File: config.mk
export PLATFORM = sky130hd
export DESIGN_NAME = six_button_pad_reader
export DESIGN_NICKNAME = d
export VERILOG_FILES = /design/src/rtl/core/sbpr_pkg.sv /design/src/rtl/core/sbpr_ram.sv /design/src/rtl/core/six_button_pad_reader.sv
export SDC_FILE = /design/constraint.sdc
export NUM_CORES = 1
export LEC_CHECK = 0
export BUFFER_PORTS_ARGS = -buffer_cell sky130_fd_sc_hd__buf_2
export CAP_MARGIN = 20
export CORE_MARGIN = 1
export CORE_UTILIZATION = 60
export CTS_BUF_LIST = sky130_fd_sc_hd__clkbuf_4
export CTS_CLUSTER_DIAMETER = 60
export DETAILED_ROUTE_END_ITERATION = 6
export GPL_TIMING_DRIVEN = 0
export HOLD_SLACK_MARGIN = 0.06
export PLACE_DENSITY_LB_ADDON = 0.3
export SYNTH_ARGS = -nofsm -noshare
export SYNTH_HDL_FRONTEND = slang
export SYNTH_SLANG_ARGS = --single-unit
export TNS_END_PERCENT = 30
File: constraint.sdc
create_clock -name i_clk -period 2.8 [get_ports i_clk]
set_input_delay 0.14 -clock i_clk [delete_from_list [all_inputs] [get_ports i_clk]]
set_output_delay 0.14 -clock i_clk [all_outputs]
set_load 0.01 [all_outputs]
File: src/rtl/core/sbpr_pkg.sv
// Package for the six-button pad reader.
// Holds the per-port state record, button bit positions and poll constants.
// No dependencies.
`default_nettype none

package sbpr_pkg;

    // Bit positions inside the 13-bit button word.
    localparam int unsigned BIT_UP    = 0;
    localparam int unsigned BIT_DOWN  = 1;
    localparam int unsigned BIT_LEFT  = 2;
    localparam int unsigned BIT_RIGHT = 3;
    localparam int unsigned BIT_A     = 4;
    localparam int unsigned BIT_B     = 5;
    localparam int unsigned BIT_C     = 6;
    localparam int unsigned BIT_START = 7;
    localparam int unsigned BIT_X     = 8;
    localparam int unsigned BIT_Y     = 9;
    localparam int unsigned BIT_Z     = 10;
    localparam int unsigned BIT_MODE  = 11;
    localparam int unsigned BIT_HOME  = 12;

    localparam int unsigned WORD_W = 13;
    localparam int unsigned SKIP_W = 2;

    // Number of polls skipped after a six-button read.
    localparam logic [SKIP_W-1:0] SKIP_POLLS = 2'd2;

    typedef logic [WORD_W-1:0] t_word;

    // State kept for one port in the state memory.
    typedef struct packed {
        logic              sel;
        logic              conn;
        logic              six;
        logic [SKIP_W-1:0] skip;
        t_word             word;
    } t_port_state;

endpackage

`default_nettype wire

File: src/rtl/core/sbpr_ram.sv
// Generic single-clock RAM with one write port and one registered read port.
// Used for the per-port state store; depends on nothing.
`default_nettype none

module sbpr_ram #(
    parameter int WIDTH  = 18,
    parameter int DEPTH  = 2,
    parameter int ADDR_W = 1
) (
    input  wire logic              i_clk,
    input  wire logic              i_we,
    input  wire logic [ADDR_W-1:0] i_waddr,
    input  wire logic [WIDTH-1:0]  i_wdata,
    input  wire logic              i_re,
    input  wire logic [ADDR_W-1:0] i_raddr,
    output logic      [WIDTH-1:0]  o_rdata
);

    logic [WIDTH-1:0] r_mem [DEPTH];

    // Write port.
    always_ff @(posedge i_clk) begin
        if (i_we) begin
            r_mem[i_waddr] <= i_wdata;
        end
    end

    // Registered read port; data holds while no read is issued.
    always_ff @(posedge i_clk) begin
        if (i_re) begin
            o_rdata <= r_mem[i_raddr];
        end
    end

endmodule

`default_nettype wire

File: src/rtl/core/six_button_pad_reader.sv
// Six-button pad reader: per-port poll decoder built around a state memory.
// A poll passes the stage 1 registers, then the output register, to o_valid.
// Throughput: one poll per cycle unless stalled; the state memory's read-modify-write
// sets the pace, with a write-forwarding register for back-to-back polls.
// Reset: per-port valid bits clear at once, so every port reads as all zero.
// Depends on sbpr_pkg and sbpr_ram.
`default_nettype none

module six_button_pad_reader
    import sbpr_pkg::*;
#(
    parameter int NUM_PORTS = 2
) (
    input  wire logic        i_clk,
    input  wire logic        i_rst_n,
    // Poll sample channel.
    input  wire logic        i_valid,
    output logic             o_stall,
    input  wire logic        i_port,
    input  wire logic        i_pin_up_level,
    input  wire logic        i_pin_down_level,
    input  wire logic        i_pin_left_level,
    input  wire logic        i_pin_right_level,
    input  wire logic        i_pin_tl_level,
    input  wire logic        i_pin_tr_level,
    // Result channel.
    output logic             o_valid,
    input  wire logic        i_stall,
    output logic             o_port_out,
    output logic [WORD_W-1:0] o_buttons,
    output logic             o_pad_connected,
    output logic             o_next_select
);

    localparam int ADDR_W = (NUM_PORTS > 1) ? $clog2(NUM_PORTS) : 1;
    localparam int ST_W   = $bits(t_port_state);

    typedef logic [ADDR_W-1:0] t_addr;

    // Handshake and stage control.
    logic        in_acc;
    logic        s1_adv;
    logic        in_range;
    t_addr       in_addr;

    // Stage 1 registers: the poll waiting on its memory read.
    logic        r_s1_vld;
    logic        r_s1_port;
    logic        r_s1_range;
    t_addr       r_s1_addr;
    logic        r_s1_ent_vld;
    logic [5:0]  r_s1_pins;

    // Per-entry valid bits and the write-forwarding register.
    logic        r_ent_vld [NUM_PORTS];
    logic        r_byp_vld;
    t_addr       r_byp_addr;
    t_port_state r_byp_data;

    // Memory read data and decode signals.
    logic [ST_W-1:0] rd_data;
    t_port_state cur;
    t_port_state n_st;
    logic        up, down, left, right, tl, tr;

    // Output register.
    logic        r_out_vld;
    logic        r_out_port;
    t_word       r_out_buttons;
    logic        r_out_conn;
    logic        r_out_sel;

    assign in_addr  = t_addr'(i_port);
    assign in_range = (32'(i_port) < NUM_PORTS);

    // Stage 1 moves on when the output register is free or being emptied.
    assign s1_adv  = !r_out_vld || !i_stall;
    assign o_stall = r_s1_vld && !s1_adv;
    assign in_acc  = i_valid && !o_stall;

    sbpr_ram #(
        .WIDTH  (ST_W),
        .DEPTH  (NUM_PORTS),
        .ADDR_W (ADDR_W)
    ) u_state_ram (
        .i_clk   (i_clk),
        .i_we    (r_s1_vld && s1_adv && r_s1_range),
        .i_waddr (r_s1_addr),
        .i_wdata (n_st),
        .i_re    (in_acc),
        .i_raddr (in_addr),
        .o_rdata (rd_data)
    );

    // Stage 1 capture.
    always_ff @(posedge i_clk) begin
        if (!i_rst_n) begin
            r_s1_vld <= 1'b0;
        end else if (in_acc) begin
            r_s1_vld <= 1'b1;
        end else if (s1_adv) begin
            r_s1_vld <= 1'b0;
        end
    end

    always_ff @(posedge i_clk) begin
        if (in_acc) begin
            r_s1_port    <= i_port;
            r_s1_range   <= in_range;
            r_s1_addr    <= in_addr;
            r_s1_ent_vld <= in_range && r_ent_vld[in_addr];
            r_s1_pins    <= {i_pin_tr_level, i_pin_tl_level, i_pin_right_level,
                             i_pin_left_level, i_pin_down_level, i_pin_up_level};
        end
    end

    // Current state: the last write to this port wins, then the memory,
    // and an entry never written reads as the reset value.
    always_comb begin
        if (r_byp_vld && (r_byp_addr == r_s1_addr)) begin
            cur = r_byp_data;
        end else if (r_s1_ent_vld) begin
            cur = t_port_state'(rd_data);
        end else begin
            cur = '0;
        end
    end

    // Pad lines are active low.
    assign up    = !r_s1_pins[0];
    assign down  = !r_s1_pins[1];
    assign left  = !r_s1_pins[2];
    assign right = !r_s1_pins[3];
    assign tl    = !r_s1_pins[4];
    assign tr    = !r_s1_pins[5];

    // Poll decode: the next state of the polled port.
    always_comb begin
        n_st = cur;
        if (cur.skip != '0) begin
            // Skipped poll after a six-button read; Home comes in the first.
            if (cur.skip == SKIP_POLLS) begin
                n_st.word[BIT_HOME] = up;
            end
            n_st.skip = cur.skip - 1'b1;
        end else if (cur.sel) begin
            if (cur.conn) begin
                if (cur.six) begin
                    n_st.word[BIT_Z]    = up;
                    n_st.word[BIT_Y]    = down;
                    n_st.word[BIT_X]    = left;
                    n_st.word[BIT_MODE] = right;
                    n_st.six            = 1'b0;
                    n_st.skip           = SKIP_POLLS;
                end else begin
                    n_st.word[BIT_UP]    = up;
                    n_st.word[BIT_DOWN]  = down;
                    n_st.word[BIT_LEFT]  = left;
                    n_st.word[BIT_RIGHT] = right;
                    n_st.word[BIT_B]     = tl;
                    n_st.word[BIT_C]     = tr;
                end
            end else begin
                // No pad detected: rebuild a plain two-button state.
                n_st.word            = '0;
                n_st.word[BIT_UP]    = up;
                n_st.word[BIT_DOWN]  = down;
                n_st.word[BIT_LEFT]  = left;
                n_st.word[BIT_RIGHT] = right;
                n_st.word[BIT_A]     = tl;
                n_st.word[BIT_B]     = tr;
            end
        end else begin
            // Select low: detection, and A and Start on a three-button read.
            n_st.conn = left && right;
            n_st.six  = up && down;
            if (left && right && !(up && down)) begin
                n_st.word[BIT_A]     = tl;
                n_st.word[BIT_START] = tr;
            end
        end
        n_st.sel = !cur.sel;
    end

    // Valid bits and forwarding register follow every state write.
    always_ff @(posedge i_clk) begin
        if (!i_rst_n) begin
            for (int k = 0; k < NUM_PORTS; k++) begin
                r_ent_vld[k] <= 1'b0;
            end
            r_byp_vld <= 1'b0;
        end else if (r_s1_vld && s1_adv && r_s1_range) begin
            r_ent_vld[r_s1_addr] <= 1'b1;
            r_byp_vld            <= 1'b1;
        end
    end

    always_ff @(posedge i_clk) begin
        if (r_s1_vld && s1_adv && r_s1_range) begin
            r_byp_addr <= r_s1_addr;
            r_byp_data <= n_st;
        end
    end

    // Output register.
    always_ff @(posedge i_clk) begin
        if (!i_rst_n) begin
            r_out_vld <= 1'b0;
        end else if (s1_adv) begin
            r_out_vld <= r_s1_vld;
        end
    end

    always_ff @(posedge i_clk) begin
        if (s1_adv && r_s1_vld) begin
            r_out_port <= r_s1_port;
            if (r_s1_range) begin
                r_out_buttons <= n_st.word;
                r_out_conn    <= n_st.conn;
                r_out_sel     <= n_st.sel;
            end else begin
                r_out_buttons <= '0;
                r_out_conn    <= 1'b0;
                r_out_sel     <= 1'b0;
            end
        end
    end

    assign o_valid         = r_out_vld;
    assign o_port_out      = r_out_port;
    assign o_buttons       = r_out_buttons;
    assign o_pad_connected = r_out_conn;
    assign o_next_select   = r_out_sel;

endmodule

`default_nettype wire

# [Word-level counts from Yosys, hierarchy flattened]
# Memory sizes are Yosys's and may differ from the RTL's. A register that Yosys moved wholly into a read port is not among the register bits.
# Cells that the tools add are included.
[totals] regBits=29 ram_bits=38 in_bits=11 output_inout_bits=18 word_cells=75 mem_count=2
[mem_list] memory="u_state_ram.r_mem" depth=2 word_bits=18 rd=1 rd_ports_with_merged_regs=1 wr=1 line_no="sbpr_ram.sv:19" rtl="logic [WIDTH-1:0] r_mem [DEPTH];"
[mem_list] memory="r_ent_vld" depth=2 word_bits=1 rd=1 rd_ports_with_merged_regs=1 wr=2 line_no="six_button_pad_reader.sv:55" rtl="logic r_ent_vld [NUM_PORTS];"
[classes] addsub=1 n_eq_ne=2 muxes=36 n_reduce_logical=23
[op_table] op="$mux W18" n=2
[op_table] op="$mux W1" n=20
[op_table] op="$mux W4" n=5
[op_table] op="$logic_not A1 Y1" n=12
[op_table] op="$mux W12" n=1
[op_table] op="$mux W2" n=5
[op_table] op="$logic_and A1 B1 Y1" n=7
[op_table] op="$mux W7" n=1
[op_table] op="$mux W3" n=2
[op_table] op="$reduce_bool A2 Y1" n=2
[op_table] op="$eq A2 B2 Y1 const B" n=1
[op_table] op="$sub A2 B1 Y2 const B" n=1
[op_table] op="$eq A1 B1 Y1" n=1
[op_table] op="$logic_or A1 B1 Y1" n=1
[op_table] op="$reduce_or A1 Y1" n=1

# [Depth between registers and ports, before layout]
# Gate-level depths: netlist (run 1).
[logic_depth] depth_word=8 ltp_mapped=6 depth_no_buf=4

# [Hierarchy]
# From an unflattened synthesis (run 1), not the netlist that was laid out.
[hier_totals] hier_cells=238 area_unflattened_um2=3679.8
[by_module_without_submodules] mod="sbpr_ram" instances=1 cells_each=76 area_per_inst_um2=1905.6 seq_area_each_um2=1621.6
[by_module_without_submodules] mod="six_button_pad_reader" instances=1 cells_each=162 area_per_inst_um2=1774.2 seq_area_each_um2=910.9

# [Least setup slack after synthesis (run 1)]
# Ideal clock, no wire load.
[synth_timing] path_kind="register -> register" startpoint="register r_out_vld (netlist: o_valid)" endpoint="register r_s1_addr (enable)" setup_ps=412 t_arrival_ps=1750 t_required_ps=2388 path_slack_ps=638 path_stages_with_launch=3 n_path_buf=0 period_less_slack_ps=2162 path_cell_list="dfxtp_1 > and3_1 > nor2b_1"
[synth_between] elab_chain_cells=6
[synth_rtl] item="from (decl)" line_no="six_button_pad_reader.sv:67" rtl="logic r_out_vld;"
[synth_rtl] item="from (signal assigned)" line_no="six_button_pad_reader.sv:210" rtl="r_out_vld <= r_s1_vld;"
[synth_rtl] item="$logic_not A1 Y1" line_no="six_button_pad_reader.sv:77" rtl="assign s1_adv = !r_out_vld || !i_stall;"
[synth_rtl] item="$logic_or A1 B1 Y1" line_no="six_button_pad_reader.sv:77"
[synth_rtl] item="$logic_not A1 Y1" line_no="six_button_pad_reader.sv:78" rtl="assign o_stall = r_s1_vld && !s1_adv;"
[synth_rtl] item="$logic_and A1 B1 Y1" line_no="six_button_pad_reader.sv:78"
[synth_rtl] item="named net o_stall" line_no="six_button_pad_reader.sv:18" rtl="output logic o_stall,"
[synth_rtl] item="$logic_not A1 Y1" line_no="six_button_pad_reader.sv:79" rtl="assign in_acc = i_valid && !o_stall;"
[synth_rtl] item="$logic_and A1 B1 Y1" line_no="six_button_pad_reader.sv:79"
[synth_rtl] item="named net in_acc" line_no="six_button_pad_reader.sv:41" rtl="logic in_acc;"
[synth_rtl] item="to (signal assigned)" line_no="six_button_pad_reader.sv:110" rtl="r_s1_addr <= in_addr;"
[synth_rtl] item="to (decl)" line_no="six_button_pad_reader.sv:50" rtl="t_addr r_s1_addr;"
# The timed path passes the listed nets, and every way through them passes these cells.
# A chain may end at the register's enable or synchronous reset.

==> run metrics, run 1 <==
Syn Inst Count 271; hold depth 2; unrepaired setup endpoints after global routing false; r2r startpoint r_s1_addr; number of flops mapped to enable cells by yosys 81; critical path cell sequence xor2_2, nor2_4, o21ai_0, mux2_2; Synth Cell Area 0.003864 mm²; die area 0.006764 mm²; synthesized flop and latch total 86; Primary FF master, synth edfxtp_1; Post-synth ARST share 0; Final Hold Viols 0; Worst-Margin Slew 1.008 ns; CP Buf/Inv Count 0; list of most frequent post-synthesis cells 81 x edfxtp_1, 20 x mux2_2, 14 x buf_4, 14 x nand2_1, 11 x nand3_1; Rows 28; clock slew at the register clock pins of the worst setup and hold paths 0.13 ns; Clock Latency Late Sink 0.43 ns; PD cells 569.9 mW/mm²; WP data required 2.97 ns; Slowest cell on crit path xor2_2; most numerous cell in the Yosys netlist edfxtp_1; CP Capture Type flop; Psw 613.4 µW; post-DR wirelength/cell 21.08 µm; clock sinks 86; Routability Congestion 0.9423; hold path endpoint r_s1_pins[4]; port bufs 28; Sw Ratio 0.2457; Max-cap violations 0; I/O Pins 29; die height 82.25 µm; Max Slew Vio Count 0; Die X 82.25 µm; Int Power 1.883 mW; min-delay src i_pin_tl_level; core area 0.006061 mm²; Rel. slew slack 0.3280; design area 0.004380 mm²; Pre-Repair DR Iteration Count 5; R2R depth 4; Peak Freq 0.4492 GHz; Total GRT Usage 0.2805; TritonCTS clock tree done; Initial Utilization 0.6375; pin count of the biggest net entering global routing 20; Yosys top cell area share 0.6295; share of cells above drive strength 1 0.2896; placed cell count 376; outcome completed; CTS root buf clkbuf_4; Sequential Power Share 0.618; syn nets 282; Reg2Reg Setup Slack 0.57 ns; Detail Route Antenna Nets 0; Hold Crit Class input port to flop; final worst-path cycle share 0.7951; post-route minimum period 2.226 ns; Fill cells 413; clock skew 0.01576 ns; Initial DRC Count 253; Synth area leaders edfxtp_1 63%, mux2_2 5.8%, buf_4 2.7%; first-pass GRT wire length 13090 µm; WS Path Type flop to flop; yosys warns 0; Post-Place Cell Area 0.004133 mm²; post-synthesis cell type count 53; Clock Power Share 0.274; overall power 2.496 mW; arrival time worst endpoint 2.40 ns; post-DP HPWL 5599 µm; CTS Buffer Depth 2; DR vias 2604; DRC 0; n_diodes 0; vias in the first global route 2544; Area Growth Syn to Fin 13.37%; register area share after synthesis 0.6554; Total Wirelength 8494 µm; grt ovf 0; leak pwr 1.569 nW; Via density 6.462; CTS buffer count 9; maximum VDD drop 0.4044 mV; endpoints failing setup 0; CP max FO 9; final std cells w/o fill 403; WHS 0.4162 ns; crit-path max cell delay 0.56 ns; nets@finish 334; CTS resizes 0; synthesized area per cell 14.26 µm²; Synth area leader edfxtp_1; Post-Route Setup TNS 0 ns; CP top delay family XOR/XNOR gates; FF-to-FF End u_state_ram.r_mem[0][16]; CP Launch Type flop; initial antenna violation count 0; Crit path depth 4; Gate power share 0.107; H-tree depth 3
worst register-to-register path: stages, from the launching register on:
cell      delay (ns)
edfxtp_1        0.53
xor2_2          0.56
nor2_4          0.13
o21ai_0         0.33
mux2_2          0.42
power groups by stage:
stage,Sequential (mW),Clock (mW),Combinational [mW]
floorplan,1.55,0,0.174
global placement,1.57,0,0.238
detailed placement,1.57,0,0.253
CTS,1.54,0.692,0.266
global route,1.55,0.729,0.292
finish,1.54,0.685,0.268
logic make-up after synthesis:
kind of cell,after synthesis,synth area share
XOR/XNOR,2,0.006478
AO/OA/AOI/OAI,62,0.1224
buffers and inverters,34,0.05019
multiplexers,25,0.07254
AND/OR/NAND/NOR,62,0.09294
flip-flops,86,0.6554
layout by cell type (no fill, tap or decap), drive strengths merged, types with 3 or more instances in the layout:
| master | netlist | final |
|---|---|---|
| nand2 | 14 | 14 |
| o2111a | 3 | 3 |
| o211ai | 3 | 3 |
| o31ai | 3 | 3 |
| and3 | 8 | 8 |
| edfxtp | 81 | 81 |
| and4 | 3 | 3 |
| a21oi | 7 | 7 |
| nand3 | 11 | 11 |
| o2111ai | 6 | 6 |
| o311ai | 6 | 6 |
| a31oi | 8 | 8 |
| inv | 7 | 7 |
| dfxtp | 5 | 5 |
| o22ai | 6 | 6 |
| mux2i | 4 | 4 |
| nor2b | 6 | 6 |
| nor2 | 6 | 6 |
| clkinv | 1 | 4 |
| buf | 21 | 51 |
| nor3 | 3 | 3 |
| a211oi | 4 | 4 |
| o21ai | 3 | 3 |
| clkbuf | 5 | 15 |
| mux2 | 21 | 21 |
| o21a | 3 | 3 |
| or2 | 3 | 3 |
| dlygate4sd3 | 0 | 11 |
how the worst max path moves through the flow:
stage	startpoint	to	slack (ns)
floorplan	o_valid	r_s1_addr	0.64
global placement	r_s1_vld	u_state_ram.o_rdata[13]	-0.03
detailed placement	r_s1_addr	u_state_ram.r_mem[1][16]	0.65
CTS	r_s1_addr	u_state_ram.r_mem[0][16]	0.61
global route	r_s1_addr	u_state_ram.r_mem[0][16]	0.47
finish	r_s1_addr	u_state_ram.r_mem[0][16]	0.57
state kept, by name, indices dropped and copies added, names as in the netlist:
name	flops
r_s1_ent_vld	1
o_buttons	13
r_s1_vld	1
r_ent_vld	2
r_s1_addr	1
r_s1_pins	6
o_port_out	1
u_state_ram.o_rdata	18
o_valid	1
o_pad_connected	1
r_byp_data	3
r_byp_vld	1
u_state_ram.r_mem	36
o_next_select	1
metal layers:
metal	routed length, µm	vias up	GRT usage
li1	-	1184	-
met1	3586	1253	0.3642
met2	4019	135	0.4339
met3	541	32	0.04615
met4	347	0	0.1912
met5	0	-	0
metrics by stage:
stage | setup WS (ns) | utilization
2_1_floorplan | 0.6380 | -
3_3_place_gp | -0.03382 | 0.6761
3_5_place_dp | 0.6522 | 0.6819
4_1_cts | 0.6113 | 0.7228
5_1_grt | 0.4720 | 0.7228
6_report | 0.5738 | 0.7228
what timing repair did:
action | in CTS | in global routing
endpoints found under the hold margin | 12 | 0
hold buffers | 11 | 0
buffers inserted | 0 | 0
cell type report:
cell class	instances	area [µm²]	share of cell area
Clock buffer	10	75.07	0.01714
Clock inverter	6	62.56	0.01428
Timing Repair Buffer	41	280.3	0.06398
Sequential cell	86	2532	0.5781
Inverter	8	30.03	0.006855
Tap cell	75	93.84	0.02142
Multi-Input combinational cell	151	1142	0.2608
Buffer	26	163.9	0.03742
(Power assumes the default switching activity.)
==> inputs of run 2 (changes only) <==
- CORE_UTILIZATION: 60 -> 56
- clock period: 2.8 -> 1.9 ns (I/O delays scaled with it)
==> run metrics, run 2 (synthesis results as in run 1) <==
Post-Route Setup TNS -0.1370 ns (-0.1370 ns); WHS 0.3687 ns (-0.04753 ns); Top reg by flops u_state_ram.r_mem; post-DP HPWL 5538 µm (-1.1%); R2R depth 5 (+1); Total Wirelength 9301 µm (+9.5%); clock skew 0.01397 ns (-0.001797 ns); Initial DRC Count 399 (+58%); first-pass GRT wire length 13860 µm (+5.9%); n_diodes 0 (unchanged); post-route minimum period 1.936 ns (-0.2898 ns); CTS root buf clkbuf_4; clock slew at the register clock pins of the worst setup and hold paths 0.14 ns (about the same); min-delay src i_pin_down_level; initial antenna violation count 0 (unchanged); grt ovf 0 (unchanged); outcome finished with violations; setup slack at placement -0.2393 ns (-0.8914 ns); Slowest cell on crit path edfxtp_1; crit-path max cell delay 0.53 ns (-0.03 ns); share of cells above drive strength 1 0.4224 (+0.1328); Worst-Margin Slew 0.8857 ns (-0.1223 ns); post-DR wirelength/cell 21.88 µm (+3.8%); core area 0.006495 mm² (+7.2%); FF-to-FF End o_buttons[10]; final worst-path cycle share 1.019 (+0.2241); H-tree depth 3 (unchanged); endpoints failing setup 6 (+6); pin count of the biggest net entering global routing 20 (unchanged); TritonCTS clock tree done; DR vias 2775 (+6.6%); r2r startpoint u_state_ram.o_rdata[13]; CP Buf/Inv Count 1 (+1); leak pwr 1.794 nW (+14%); Max-cap violations 0 (unchanged); WP data required 2.08 ns (-0.89 ns); arrival time worst endpoint 2.11 ns (-0.29 ns); placed cell count 378 (+0.53%); Pre-Repair DR Iteration Count 5 (unchanged); Max Slew Vio Count 0 (unchanged); Initial Utilization 0.5949 (-0.04261); critical path cell sequence buf_4, nor2_1, nand2_1, o2111ai_1, o221ai_2; leading cell types in the layout, fill and taps excluded 81 x edfxtp_1, 32 x buf_4, 29 x buf_2; CP top delay family flip-flops; Rows 29 (+3.6%); final std cells w/o fill 425 (+5.5%); Detail Route Antenna Nets 0 (unchanged); worst setup margin -0.03633 ns (-0.6102 ns); violated checks negative setup slack; unrepaired setup endpoints after global routing true; clock sinks 86 (unchanged); nets@finish 354 (+6.0%); Clock Latency Late Sink 0.44 ns (about the same); Hold Crit Class input port to flop; most common cell after layout, fill and taps aside edfxtp_1; I/O Pins 29 (unchanged); Peak Freq 0.5164 GHz (+15%); Area Growth Syn to Fin 24.97%; maximum VDD drop 0.5858 mV (+45%); vias in the first global route 2668 (+4.9%); CP max FO 5 (-4); hold path endpoint r_s1_pins[1]; CP Launch Type flop; Routability Congestion 0.9044 (-4.0%); Total GRT Usage 0.2582 (-0.02231); CP Capture Type flop; Reg2Reg Setup Slack -0.04 ns (-0.61 ns); CTS buffer count 9 (unchanged); Rel. slew slack 0.4089 (+0.08090); DRC 0 (unchanged); die height 85.07 µm (+3.4%); CTS Buffer Depth 2 (unchanged); Die X 85.07 µm (+3.4%); port bufs 28 (unchanged); Via density 6.529 (+1.1%); hold depth 2 (unchanged); die area 0.007236 mm² (+7.0%); PD cells 793.7 mW/mm² (+39%); Final Hold Viols 0 (unchanged); Critical Path Start u_state_ram.o_rdata[13]; max FFs per register 36 (unchanged); WS Path Type flop to flop
## run 2: changes by cell type in the layout (fill, tap and decap cells not counted), sizes merged
cell / change
clkbuf: -2
buf: +21
clkinv: -2
clkinvlp: +1
inv: +2
## run 2: cell type report
| class | count | area (µm²) |
|---|---|---|
| multi-input combinational | 151 | 1374 |
| tap | 77 | 96.34 |
| clock buffer | 9 | 67.56 |
| fill | 395 | 1667 |
| inverter | 8 | 33.78 |
| sequential | 86 | 2532 |
| clock inverter | 7 | 72.57 |
| buffer | 25 | 197.7 |
| timing repair buffer | 62 | 454.2 |
## run 2: where the power goes
| group | switching [mW] | internal, mW |
|---|---|---|
| clock network | 0.637 | 0.405 |
| logic | 0.282 | 0.234 |
| registers | 0.0762 | 2.20 |
| total | 0.995 | 2.84 |
## run 2: layer usage
metal / routed length, µm / GRT usage / vias up
met5: 0 / 0 / -
met4: 310 / 0.1186 / 0
met3: 779 / 0.05156 / 41
met2: 4530 / 0.4076 / 180
met1: 3681 / 0.3489 / 1339
li1: - / - / 1215
## run 2: repair_timing
item,in CTS,in global routing
endpoints found under the setup margin,51,68
endpoints found under the hold margin,12,0
hold buffers,11,0
pin swaps,3,5
resized for setup,19,38
buffers inserted,7,14
## run 2: worst max-delay path by stage
stage / endpoint / slack, ns / cells after the start
2_1_floorplan: o_pad_connected / 0.11 / 4
3_3_place_gp: u_state_ram.r_mem[0][12] / -0.41 / 1
6_report: o_buttons[10] / -0.04 / 5
3_5_place_dp: u_state_ram.r_mem[1][7] / -0.24 / 5
4_1_cts: u_state_ram.r_mem[0][11] / -0.009 / 6
5_1_grt: u_state_ram.r_mem[1][10] / -0.08 / 5
## run 2: stage by stage
stage	total power [mW]	utilization	instance area, µm²
6_report	3.832	0.7434	4828
5_1_grt	3.966	0.7434	4828
4_1_cts	3.749	0.6979	4533
3_5_place_dp	2.684	0.6367	4135
3_3_place_gp	2.663	0.6317	4103
2_1_floorplan	2.539	-	3866
==> inputs of run 3 (changes only) <==
- CAP_MARGIN: 20 -> not set
- TNS_END_PERCENT: 30 -> not set
==> run metrics, run 3 (synthesis results as in run 1) <==
outcome finished with violations; violated checks negative setup slack; met2 wire len 4344 µm (-4.1%); TritonCTS clock tree done; CTS root buf clkbuf_4; die height 85.07 µm (unchanged); setup slack at placement -0.2365 ns (+0.002751 ns); Psw 1.001 mW (+0.52%); post-DR wirelength/cell 21.85 µm (-0.17%); met3 WL 777 µm (-0.26%); design area 0.004761 mm² (-1.4%); DR vias 2773 (-0.072%); maximum VDD drop 0.6287 mV (+7.3%); Max-cap violations 0 (unchanged); grt ovf 0 (unchanged); most common cell after layout, fill and taps aside edfxtp_1; Worst-Margin Slew 1.011 ns (+0.1253 ns); post-route minimum period 1.937 ns (+0.0009222 ns); vias in the first global route 2595 (-2.7%); Die X 85.07 µm (unchanged); Sw Ratio 0.2529 (-0.006894); Top reg by flops u_state_ram.r_mem; CTS Buffer Depth 2 (unchanged); Final Hold Viols 0 (unchanged); final std cells w/o fill 422 (-0.71%); CP Launch Type flop; Clock Latency Late Sink 0.45 ns (about the same); CP max FO 7 (+2); Sequential Power Share 0.575 (-0.018); max FFs per register 36 (unchanged); endpoints failing setup 12 (+6); PD cells 831.2 mW/mm² (+4.7%); crit-path max cell delay 0.47 ns (-0.06 ns); Area Growth Syn to Fin 23.22%; Crit path depth 5 (unchanged); share of cells above drive strength 1 0.3942 (-0.02821); CP Capture Type flop; Rel. slew slack 0.3260 (-0.08292); arrival time worst endpoint 2.13 ns (+0.02 ns); CTS buffer count 9 (unchanged); CP Buf/Inv Count 1 (unchanged); Gate power share 0.125 (-0.010); Peak Freq 0.5162 GHz (about the same); critical path cell sequence buf_6, xor2_4, nor2_4, mux2_4, mux2i_4; Post-Route Setup TNS -0.1308 ns (+0.006218 ns); Detail Route Antenna Nets 0 (unchanged); final worst-path cycle share 1.020 (about the same); nets@finish 351 (-0.85%); Max Slew Vio Count 0 (unchanged); clock sinks 86 (unchanged); R2R depth 5 (unchanged); Metal-1 WL 3763 µm (+2.2%); port bufs 28 (unchanged); Routability Congestion 0.9044 (unchanged); Via density 6.571 (+0.64%); H-tree depth 3 (unchanged); Hold Crit Class input port to flop; core area 0.006495 mm² (unchanged); die area 0.007236 mm² (unchanged); first-pass GRT wire length 13830 µm (-0.20%); Pre-Repair DR Iteration Count 6 (+1); I/O Pins 29 (unchanged); Clock Power Share 0.300 (+0.028); Total Wirelength 9220 µm (-0.87%); Initial Utilization 0.5949 (unchanged); initial antenna violation count 0 (unchanged); unrepaired setup endpoints after global routing true; leak pwr 1.758 nW (-2.0%); post-DP HPWL 5530 µm (-0.15%); pin count of the biggest net entering global routing 27 (+35%); Slowest cell on crit path edfxtp_1; Total GRT Usage 0.2614 (+0.003203); highest routed metal layer met4; DRC 0 (unchanged); Rows 29 (unchanged); placed cell count 377 (-0.26%); n_diodes 0 (unchanged); Initial DRC Count 398 (-0.25%); clock slew at the register clock pins of the worst setup and hold paths 0.14 ns (about the same); Fill cells 413 (+4.6%); hold depth 2 (unchanged); overall power 3.957 mW (+3.3%); WP data required 2.10 ns (+0.02 ns); CP top delay family multiplexers; Post-Place Cell Area 0.004120 mm² (-0.36%); leading cell types in the layout, fill and taps excluded 81 x edfxtp_1, 30 x buf_2, 28 x buf_4; clock skew 0.01793 ns (+0.003961 ns); worst setup margin -0.03726 ns (-0.0009222 ns); WS Path Type flop to flop; Int Power 2.957 mW (+4.2%)
-- run 3: cell types whose count changed in the layout (fill, tap and decap cells not counted), moves of 2 or more --
cell       delta
mux2i_1       +2
buf_8         -2
buf_6         +4
mux2i_2       -2
o2111ai_2     +2
buf_4         -4
o2111ai_4     -2
clkbuf_2      -2
-- run 3: stage by stage --
| step | hold WS [ns] | utilization |
|---|---|---|
| 6_report | 0.3499 | 0.7330 |
| 5_1_grt | 0.3519 | 0.7330 |
| 4_1_cts | 0.3386 | 0.7058 |
| 3_5_place_dp | 0.2731 | 0.6344 |
| 3_3_place_gp | 0.2711 | 0.6317 |
| 2_1_floorplan | 0.1939 | - |
-- run 3: path summary, 6_finish.rpt --
check,startpoint,endpoint,slack (ns)
hold reg to reg,r_ent_vld[1],r_ent_vld[1],0.48
hold / removal,i_pin_up_level,r_s1_pins[0],0.35
setup reg to reg,r_s1_addr,o_buttons[1],-0.04
setup / recovery,r_s1_addr,o_buttons[1],-0.04
-- run 3: cell type report --
cell class              count  area [µm²]  share of cell area
well taps                  77       96.34             0.02024
clock inverters             7       97.59             0.02050
clock buffers               9       67.56             0.01419
plain buffers              25       192.7             0.04047
inverters                   8       31.28            0.006570
multi-input cells         151        1316              0.2765
repair buffers             59       426.7             0.08962
flip-flops and latches     86        2532              0.5319
-- run 3: what timing repair did --
action / CTS / global route
buffers inserted: 11 / 8
setup endpoints to repair: 77 / 51
hold endpoints to repair: 12 / 0
resized for setup: 21 / 32
hold buffers: 11 / 0
pin swaps: 5 / 7
-- run 3: power groups by stage --
stage,logic (mW),registers [mW],clock network [mW]
3_5_place_dp,0.368,2.31,0
2_1_floorplan,0.257,2.28,0
3_3_place_gp,0.354,2.31,0
6_report,0.494,2.28,1.19
4_1_cts,0.435,2.27,1.19
5_1_grt,0.528,2.28,1.26
-- run 3: worst reg2reg max path, stage by stage (launching register included) --
cell and delay [ns]:
edfxtp_1 0.47, buf_6 0.17, xor2_4 0.19, nor2_4 0.25, mux2_4 0.38, mux2i_4 0.21
-- run 3: metal layers --
layer / global-route usage / vias to the layer above
met1: 0.3569 / 1351
met3: 0.05642 / 42
met4: 0.1310 / 0
met5: 0 / -
li1: - / 1213
met2: 0.4003 / 167
